## src/rtl/mavf_pkg.sv

```systemverilog
// ----------------------------------------------------------------------------
// mavf_pkg
// shared constants for the four-channel moving-average framer
// ----------------------------------------------------------------------------
package mavf_pkg;

    localparam int CHAN_W    = 16;
    localparam int NUM_CHAN  = 4;
    localparam int CH_IDX_W  = 2;
    localparam int RING_W    = CHAN_W * NUM_CHAN;
    localparam int BYTE_W    = 8;
    localparam int FRAME_LEN = 10;
    localparam int BYTE_IDX_W = 4;

    localparam logic [BYTE_W-1:0]     FRAME_HEADER = 8'h5A;
    localparam logic [BYTE_IDX_W-1:0] BYTE_FIRST   = 4'd0;
    localparam logic [BYTE_IDX_W-1:0] BYTE_LAST    = 4'(FRAME_LEN - 1);

    typedef logic [CHAN_W-1:0] t_chan;
    typedef logic [BYTE_W-1:0] t_byte;

endpackage

```

## src/rtl/four_channel_moving_average_framer.sv

```systemverilog
// ----------------------------------------------------------------------------
// four_channel_moving_average_framer
// boxcar average of four 16-bit channels over a ring, sent as a 10-byte frame
// ----------------------------------------------------------------------------
//
//  channel | valid   | stall   | payload
//  --------+---------+---------+------------------------------------------------
//  in      | i_valid | o_stall | i_x_high_time i_x_period i_y_high_time i_y_period
//  out     | o_valid | i_stall | o_frame_byte o_last_byte
//
//  for each measurement a single accumulator adder walks every ring entry and
//  channel, one channel a cycle, then ten frame bytes leave one a cycle while
//  the output is not stalled.
//  reset clears the per-entry valid bits, so the ring reads as zero at once.
//  output stalls only hold the frame phase; o_stall stays high until the
//  checksum byte is loaded into the output register.
// ----------------------------------------------------------------------------
module four_channel_moving_average_framer #(
    parameter int WINDOW    = 16,
    parameter int AVG_SHIFT = 4
) (
    input  logic                  i_clk,
    input  logic                  i_rst_n,
    input  logic                  i_valid,
    output logic                  o_stall,
    input  mavf_pkg::t_chan       i_x_high_time,
    input  mavf_pkg::t_chan       i_x_period,
    input  mavf_pkg::t_chan       i_y_high_time,
    input  mavf_pkg::t_chan       i_y_period,
    output logic                  o_valid,
    input  logic                  i_stall,
    output mavf_pkg::t_byte       o_frame_byte,
    output logic                  o_last_byte
);
    import mavf_pkg::*;

    localparam int IDX_W = (WINDOW > 1) ? $clog2(WINDOW) : 1;
    localparam int SUM_W = CHAN_W + IDX_W;
    localparam logic [IDX_W-1:0] LAST_ENT = IDX_W'(WINDOW - 1);

    localparam logic [1:0] S_IDLE  = 2'd0;
    localparam logic [1:0] S_SUM   = 2'd1;
    localparam logic [1:0] S_DRAIN = 2'd2;
    localparam logic [1:0] S_EMIT  = 2'd3;

    logic [1:0]            r_state, n_state;
    logic [IDX_W-1:0]      r_slot;
    logic [IDX_W-1:0]      r_ent;
    logic [CH_IDX_W-1:0]   r_ch;
    logic [WINDOW-1:0]     r_vld;
    logic [RING_W-1:0]     r_ring [WINDOW];
    logic [RING_W-1:0]     r_rd_data;
    logic                  r_rd_vld;
    logic [CH_IDX_W-1:0]   r_rd_ch;
    logic                  r_rd_go;
    logic [SUM_W-1:0]      r_acc [NUM_CHAN];
    logic [BYTE_IDX_W-1:0] r_byte;
    t_byte                 r_chk;
    logic                  r_out_valid;
    t_byte                 r_out_byte;
    logic                  r_out_last;

    logic                  in_take;
    logic                  issue_last;
    logic                  out_free;
    logic                  out_load;
    t_chan                 rd_chan;
    logic [SUM_W-1:0]      acc_sum;
    logic [BYTE_IDX_W-1:0] avg_idx;
    logic [SUM_W-1:0]      avg_full;
    t_chan                 avg_sel;
    t_byte                 avg_byte;
    t_byte                 n_out_byte;

    assign in_take    = i_valid && (r_state == S_IDLE);
    assign o_stall    = (r_state != S_IDLE);
    assign issue_last = (r_ent == LAST_ENT) && (r_ch == CH_IDX_W'(NUM_CHAN - 1));
    assign out_free   = !r_out_valid || !i_stall;
    assign out_load   = (r_state == S_EMIT) && out_free;

    // shared adder: one channel of one ring entry per cycle
    assign rd_chan = r_rd_vld ? r_rd_data[r_rd_ch*CHAN_W +: CHAN_W] : '0;
    assign acc_sum = r_acc[r_rd_ch] + SUM_W'(rd_chan);

    // frame bytes 1..8 are the averages, low byte first
    assign avg_idx  = r_byte - 4'd1;
    assign avg_full = r_acc[avg_idx[2:1]] >> AVG_SHIFT;
    assign avg_sel  = avg_full[CHAN_W-1:0];
    assign avg_byte = avg_idx[0] ? avg_sel[15:8] : avg_sel[7:0];

    always_comb begin
        if (r_byte == BYTE_FIRST) begin
            n_out_byte = FRAME_HEADER;
        end else if (r_byte == BYTE_LAST) begin
            n_out_byte = r_chk;
        end else begin
            n_out_byte = avg_byte;
        end
    end

    always_comb begin
        n_state = r_state;
        unique case (r_state)
            S_IDLE:  if (in_take) n_state = S_SUM;
            S_SUM:   if (issue_last) n_state = S_DRAIN;
            S_DRAIN: n_state = S_EMIT;
            S_EMIT:  if (out_load && (r_byte == BYTE_LAST)) n_state = S_IDLE;
            default: n_state = S_IDLE;
        endcase
    end

    always_ff @(posedge i_clk) begin
        if (!i_rst_n) begin
            r_state     <= S_IDLE;
            r_slot      <= '0;
            r_ent       <= '0;
            r_ch        <= '0;
            r_vld       <= '0;
            r_rd_go     <= 1'b0;
            r_byte      <= BYTE_FIRST;
            r_out_valid <= 1'b0;
        end else begin
            r_state <= n_state;
            r_rd_go <= (r_state == S_SUM);
            if (in_take) begin
                r_vld[r_slot] <= 1'b1;
                r_slot        <= (r_slot == LAST_ENT) ? '0 : r_slot + 1'b1;
                r_ent         <= '0;
                r_ch          <= '0;
                r_byte        <= BYTE_FIRST;
            end else if (r_state == S_SUM) begin
                r_ch <= r_ch + 1'b1;
                if (r_ch == CH_IDX_W'(NUM_CHAN - 1)) begin
                    r_ent <= r_ent + 1'b1;
                end
            end
            if (out_load) begin
                r_out_valid <= 1'b1;
                r_byte      <= r_byte + 1'b1;
            end else if (!i_stall) begin
                r_out_valid <= 1'b0;
            end
        end
    end

    // ring memory and its registered read port
    always_ff @(posedge i_clk) begin
        if (in_take) begin
            r_ring[r_slot] <= {i_y_period, i_y_high_time, i_x_period, i_x_high_time};
        end
        r_rd_data <= r_ring[r_ent];
        r_rd_vld  <= r_vld[r_ent];
        r_rd_ch   <= r_ch;
    end

    always_ff @(posedge i_clk) begin
        if (in_take) begin
            for (int c = 0; c < NUM_CHAN; c++) begin
                r_acc[c] <= '0;
            end
            r_chk <= FRAME_HEADER;
        end else begin
            if (r_rd_go) begin
                r_acc[r_rd_ch] <= acc_sum;
            end
            if (out_load && (r_byte != BYTE_FIRST) && (r_byte != BYTE_LAST)) begin
                r_chk <= r_chk + avg_byte;
            end
        end
        if (out_load) begin
            r_out_byte <= n_out_byte;
            r_out_last <= (r_byte == BYTE_LAST);
        end
    end

    assign o_valid      = r_out_valid;
    assign o_frame_byte = r_out_byte;
    assign o_last_byte  = r_out_last;

endmodule

```

## config.mk

```make
export PLATFORM = sky130hd
export DESIGN_NAME = four_channel_moving_average_framer
export DESIGN_NICKNAME = d
export VERILOG_FILES = /design/src/rtl/mavf_pkg.sv /design/src/rtl/four_channel_moving_average_framer.sv
export SDC_FILE = /design/constraint.sdc
export NUM_CORES = 1
export LEC_CHECK = 0
export BUFFER_PORTS_ARGS = -buffer_cell sky130_fd_sc_hd__buf_2
export CAP_MARGIN = 20
export CORE_ASPECT_RATIO = 0.5
export CORE_MARGIN = 2
export CORE_UTILIZATION = 43
export DETAILED_ROUTE_END_ITERATION = 8
export PLACE_DENSITY = 0.61
export SETUP_SLACK_MARGIN = 0.15
export SLEW_MARGIN = 40
export SYNTH_ARGS = -nofsm -noshare
export SYNTH_HDL_FRONTEND = slang
export SYNTH_SLANG_ARGS = --single-unit
```

## constraint.sdc

```tcl
create_clock -name i_clk -period 6.6 [get_ports i_clk]
set_input_delay 0.99 -clock i_clk [delete_from_list [all_inputs] [get_ports i_clk]]
set_output_delay 0.99 -clock i_clk [all_outputs]
set_load 0.01 [all_outputs]
```

==> out/qor.yml, run 1 <==
floorplanning:
  core.rowCount: 85
  die_w_um: 472
  initial_core_util_pct: 43.6
  coreArea_sq_um: 108000
  io_pins: 79
  dieArea_sq_um: 113000
  die_height_um: 238
power:
  power_frac_seq_pct: 52.3
  p_clk_share_pct: 35.7
  leakage_nw: 16.5
  p_per_area_nw_per_um2: 335
  intPower_mw: 13.4
  p_sw_mw: 4.40
  ir_worst_vdd_uv: 232
  swShare_pct: 24.7
  p_comb_share_pct: 12.0
placement:
  gp_congestion: 0.826
  placedCellCount: 3603
  io_buffers: 78
  hpwl_um: 59100
worst_setup_path:
  cp_max_fo: 12
  arrival_ns: 5.18
  endpoint_kind: "flip-flop"
  cp-start-kind: "flip-flop"
  worstPathRequired_ns: 7.24
  crit_type: "flip-flop to flip-flop"
yosys:
  synth_cell_type_count: 47
  ys_seq_area_share_pct: 75.5
  syn_inst: 2150
  syn_area_per_cell_sq_um: 21.9
  yosysWarningCount: 0
  ys_seq_elements: 1222
  synth_edf_count: 1113
  synth_area_sq_um: 47200
  synth_nets: 2258
  yosys_most_used_dff: "edfxtp_1"
  synth-async-reset-ratio_pct: 0
drt:
  wl_per_cell_um: 28.4
  routed_wl_um: 108000
  drc: 0
  antenna_left: 0
  first_pass_iters: 5
  dr.first_iter.drc_count: 2238
  vias: 21975
  via_per_inst: 5.78
sta:
  post-route-period-util_pct: 68.7
  worst_slew_pin_slew_ns: 0.850
  setup_viol: 0
  max_freq_ghz: 0.220
  hold_viol: 0
  skew_ns: 0.0476
  maxSlewHeadroom_pct: 43.4
  setup_tns_ns: 0
  period_needed_ns: 4.54
  drv_slew: 0
  rsz0062_at_grt: "false"
clocking:
  cts_resized: 0
  root_buffer: "clkbuf_16"
  ctsHtreeMaxLevel: 3
  cts_buffers: 107
  cts_hold_buf: 0
  cts_tree: "built"
  cts_setup_buffers: 0
  clock_path_buffers: 3
  clk_pin_slew_worst_paths_ns: 0.07
  clk-insertion-delay-late_ns: 0.72
  cts.sinks: 1222
grt:
  antenna_found_initial: 10
  track_usage_pct: 19.5
  overflow: 0
  first_global_vias: 22341
  grt_first_pass_wirelength_um: 158000
  grt_max_degree: 93
final_layout:
  final_common_cell: "edfxtp_1"
  fin_cells: 3804
  layout_common_cells: "1113 x edfxtp_1, 374 x mux4_2, 117 x nor2_1"
  synthToLayoutAreaGrowth_pct: 12.8
  num-nets-final: 2385
  drive_gt1_share_pct: 29.3
status:
  status: "complete, no violations"
flow_run:
  max_cap_viol_count: 0
hold_path:
  worstHoldPathType: "flip-flop to flip-flop"
-- power groups by stage --
stage	Clock, mW	Combinational [mW]	Sequential [mW]
2_1_floorplan	0	1.43	9.31
3_3_place_gp	0	2.11	9.46
3_5_place_dp	0	2.14	9.48
4_1_cts	6.50	2.16	9.32
5_1_grt	6.80	2.33	9.35
6_report	6.36	2.13	9.32
-- sequential cells by signal (all words and copies together), names as in the netlist --
signal        flops
r_rd_go           1
o_valid           1
o_last_byte       1
r_rd_vld          1
r_vld            16
r_byte            4
r_ch              2
r_acc            80
r_ring         1024
r_slot            4
r_chk             8
r_ent             4
r_rd_data        64
r_state           2
o_frame_byte      8
r_rd_ch           2
-- worst max-delay path, cell delays in order (launching register included) --
cell and delay (ns):
dfxtp_1 0.57, inv_2 0.21, ha_1 0.27, xor2_2 0.59
buf_4 0.34, mux4_1 0.58, mux2i_1 0.29, inv_1 0.08
ha_1 0.28, a21oi_1 0.20, o211ai_1 0.15, o41ai_1 0.33
xnor2_1 0.12, or3_1 0.32, a21oi_1 0.14
-- cells in the mapped netlist (all sizes together) (2+ instances only) --
cell type	n	area share (%)
edfxtp	1113	71
mux4	377	18
nor2	130	1.0
dfxtp	109	4.6
clkbuf	69	0.55
nand2	56	0.45
buf	38	0.38
ha	38	1.0
a21oi	29	0.31
and2	21	0.28
o21ai	21	0.22
inv	19	0.15
o21a	17	0.27
xor2	17	0.33
nor3	13	0.14
nand3	11	0.12
xnor2	11	0.20
a21o	7	0.11
nand4	6	0.080
nor2b	6	0.080
mux2i	5	0.13
a21boi	4	0.064
nand2b	4	0.053
o211ai	4	0.064
or3	4	0.053
a211oi	2	0.032
a41oi	2	0.037
fa	2	0.085
o21bai	2	0.032
o221ai	2	0.037
-- cells by family (layout without fill, tap and decap cells) --
logic type,after synthesis,in the layout,share of synthesized area (%)
compound gates,96,96,1.29
xor+xnor,28,28,0.536
fa+ha+maj,40,40,1.09
buf+inv,127,345,1.09
flops,1222,1222,75.5
mux,382,382,18.2
other cells,0,1,0
simple gates,255,255,2.35
-- per-stage QoR --
step | instance area, sq um | hold WS [ns] | total power, mW | utilization (%) | setup WS [ns]
CTS | 53200 | 0.375 | 18.0 | 49.2 | 2.04
detailed placement | 49600 | 0.369 | 11.6 | 45.9 | 2.06
finish | 53200 | 0.369 | 17.8 | 49.2 | 2.06
floorplan | 47200 | 0.354 | 10.7 | - | 0.307
global placement | 49500 | 0.373 | 11.6 | 45.8 | 2.08
global route | 53200 | 0.377 | 18.5 | 49.2 | 1.63
-- final timing paths --
path,start,end,slack [ns],depth (start not counted)
max,r_byte[0],r_chk[7],2.06,14
min,r_ch[1],r_rd_ch[1],0.37,0
max reg2reg,r_byte[0],r_chk[7],2.06,14
min reg2reg,r_ch[1],r_rd_ch[1],0.37,0
-- area by class of cell --
| cell class | count | area (sq um) |
|---|---|---|
| diodes | 1 | 2.50 |
| multi-input cells | 801 | 11200 |
| inverters | 20 | 75.1 |
| clock buffers | 134 | 2860 |
| clock inverters | 66 | 699 |
| flip-flops and latches | 1222 | 35600 |
| repair buffers | 125 | 943 |
| well taps | 1435 | 1800 |
| fillers | 8551 | 55000 |
-- layer usage --
layer	global-route usage, %	vias up	part of all wire, %
li1	-	9208	-
met1	28.9	12026	45
met2	30.5	608	48
met3	3.69	131	5.5
met4	3.32	2	1.4
met5	0	-	0.0074
Note: power is estimated with default switching activity, not from simulation.
==> inputs of run 2 (changes only) <==
==> constraint.sdc (replaced) <==
create_clock -name i_clk -period 3.8 [get_ports i_clk]
set_input_delay 0.57 -clock i_clk [delete_from_list [all_inputs] [get_ports i_clk]]
set_output_delay 0.57 -clock i_clk [all_outputs]
set_load 0.01 [all_outputs]
==> out/qor.yml, run 2 (same netlist as run 1, synthesis figures left out) <==
clocking:
  cts.sinks: 1222
  root_buffer: "clkbuf_16"
  cts_tree: "built"
  cts_buffers: 108
  clock_path_buffers: 3
  ctsHtreeMaxLevel: 3
  clk_pin_slew_worst_paths_ns: 0.07
  clk-insertion-delay-late_ns: 0.71
drt:
  antenna_left: 0
  wl_per_cell_um: 28.2
  routed_wl_um: 109000
  drc: 0
  first_pass_iters: 5
  via_per_inst: 5.78
  vias: 22284
  dr.first_iter.drc_count: 2297
final_layout:
  num-nets-final: 2436
  fin_cells: 3858
  drive_gt1_share_pct: 30.9
  n_fill_cell: 8453
  synthToLayoutAreaGrowth_pct: 14.5
  largest_reg_flops: 1024
  antenna_cells: 0
  final_common_cell: "edfxtp_1"
  layout_common_cells: "1113 x edfxtp_1, 374 x mux4_2, 118 x nor2_1"
  final_core_util_pct: 49.9
  regMostFlops: "r_ring"
  reg.largest.list: "r_ring: 1024 flops, r_acc: 80 flops, r_rd_data: 64 flops"
worst_setup_path:
  critical_path.slowest_cell: "mux4_2"
  cpPeakStageDelay_ns: 0.53
  endpoint_kind: "flip-flop"
  arrival_ns: 3.90
  crit_type: "flip-flop to flip-flop"
  critPathMostFrequentCell: "buf_4"
  cp-start-kind: "flip-flop"
  path_cells: "buf_6 > buf_4 > mux4_2 > ha_1 > a21oi_1 > o21ai_0 > nand2_1 > nand3_1 > a21boi_0 > xor2_1 > buf_4 > nor2_1"
  cp_max_fo: 18
  crit_family: "buffers and inverters"
  worst-path-buf-inv: 3
  worstPathRequired_ns: 4.23
placement:
  hpwl_um: 61700
  gp_congestion: 0.809
  placedCellCount: 3650
  io_buffers: 78
sta:
  worst_slew_pin_slew_ns: 0.859
  max_freq_ghz: 0.288
  drv_slew: 0
  hold_viol: 0
  skew_ns: 0.0241
  maxSlewHeadroom_pct: 42.6
  rsz0062_at_grt: "true"
  setup_viol: 0
  period_needed_ns: 3.47
  post-route-period-util_pct: 91.3
  setup_tns_ns: 0
grt:
  overflow: 0
  grt_first_pass_wirelength_um: 159000
  first_global_vias: 22511
  track_usage_pct: 19.6
  antenna_found_initial: 13
  grt_max_degree: 66
floorplanning:
  die_height_um: 238
  dieArea_sq_um: 113000
  coreArea_sq_um: 108000
  die_w_um: 472
  core.rowCount: 85
  io_pins: 79
  initial_core_util_pct: 43.6
hold_path:
  worstHoldPathType: "input port to flip-flop"
power:
  p_per_area_nw_per_um2: 576
  ir_worst_vdd_uv: 365
  leakage_nw: 16.9
flow_run:
  max_cap_viol_count: 0
status:
  status: "complete, no violations"
## run 2: changes by cell type in the layout (fill, tap and decap cells not counted), sizes merged
cell	previous run	this run
buf	125	175
bufinv	12	8
clkbuf	134	148
clkinv	49	43
clkinvlp	2	3
diode	1	0
## run 2: through the flow
step           area (sq um)  total power, mW  setup WS [ns]  hold WS [ns]
2_1_floorplan         47200             18.6         -0.711         0.354
6_report              54000             31.1          0.331         0.141
5_1_grt               54000             32.2         0.0956         0.110
3_3_place_gp          50200             20.2          0.162         0.365
4_1_cts               53900             31.2          0.168        0.0913
3_5_place_dp          50300             20.3          0.140         0.372
## run 2: per-layer routing
metal | vias up | part of all wire (%) | global-route usage [%]
li1 | 9314 | - | -
met1 | 12178 | 45 | 28.9
met2 | 649 | 47 | 30.4
met3 | 143 | 6.3 | 3.85
met4 | 0 | 1.9 | 4.35
met5 | - | 0 | 0
## run 2: cell type report
cell class,instances,area [sq um],share of cell area [%]
repair buffers,175,1670,3.09
multi-input cells,801,11300,20.9
inverters,20,75.1,0.139
clock inverters,57,559,1.04
clock buffers,148,3010,5.58
flip-flops and latches,1222,35600,66.0
well taps,1435,1800,3.33
## run 2: worst paths after layout
kind | endpoint | slack [ns] | cells after the start | startpoint
worst max-delay path | r_acc[3][11] | 0.33 | 12 | r_rd_ch[0]
worst min-delay path | o_valid | 0.14 | 3 | i_stall
worst max register to register | r_acc[3][11] | 0.33 | 12 | r_rd_ch[0]
worst min register to register | r_rd_ch[0] | 0.38 | 0 | r_ch[0]
## run 2: worst reg2reg max path: stages, from the launching register on
cell and delay, ns:
dfxtp_2 0.41, buf_6 0.28, buf_4 0.26, mux4_2 0.53, ha_1 0.39, a21oi_1 0.18, o21ai_0 0.12, nand2_1 0.08
nand3_1 0.26, a21boi_0 0.33, xor2_1 0.17, buf_4 0.15, nor2_1 0.04
## run 2: power by group
| part | switching, mW | internal, mW |
|---|---|---|
| sequential | 0.431 | 15.7 |
| clock | 4.87 | 6.13 |
| combinational | 2.41 | 1.57 |
## run 2: repair_timing
item / CTS / global route
resized for setup: 1 / 19
setup buffers: 0 / 2
pin swaps: 0 / 6
endpoints found under the setup margin: 4 / 39
hold buffers: 0 / 0
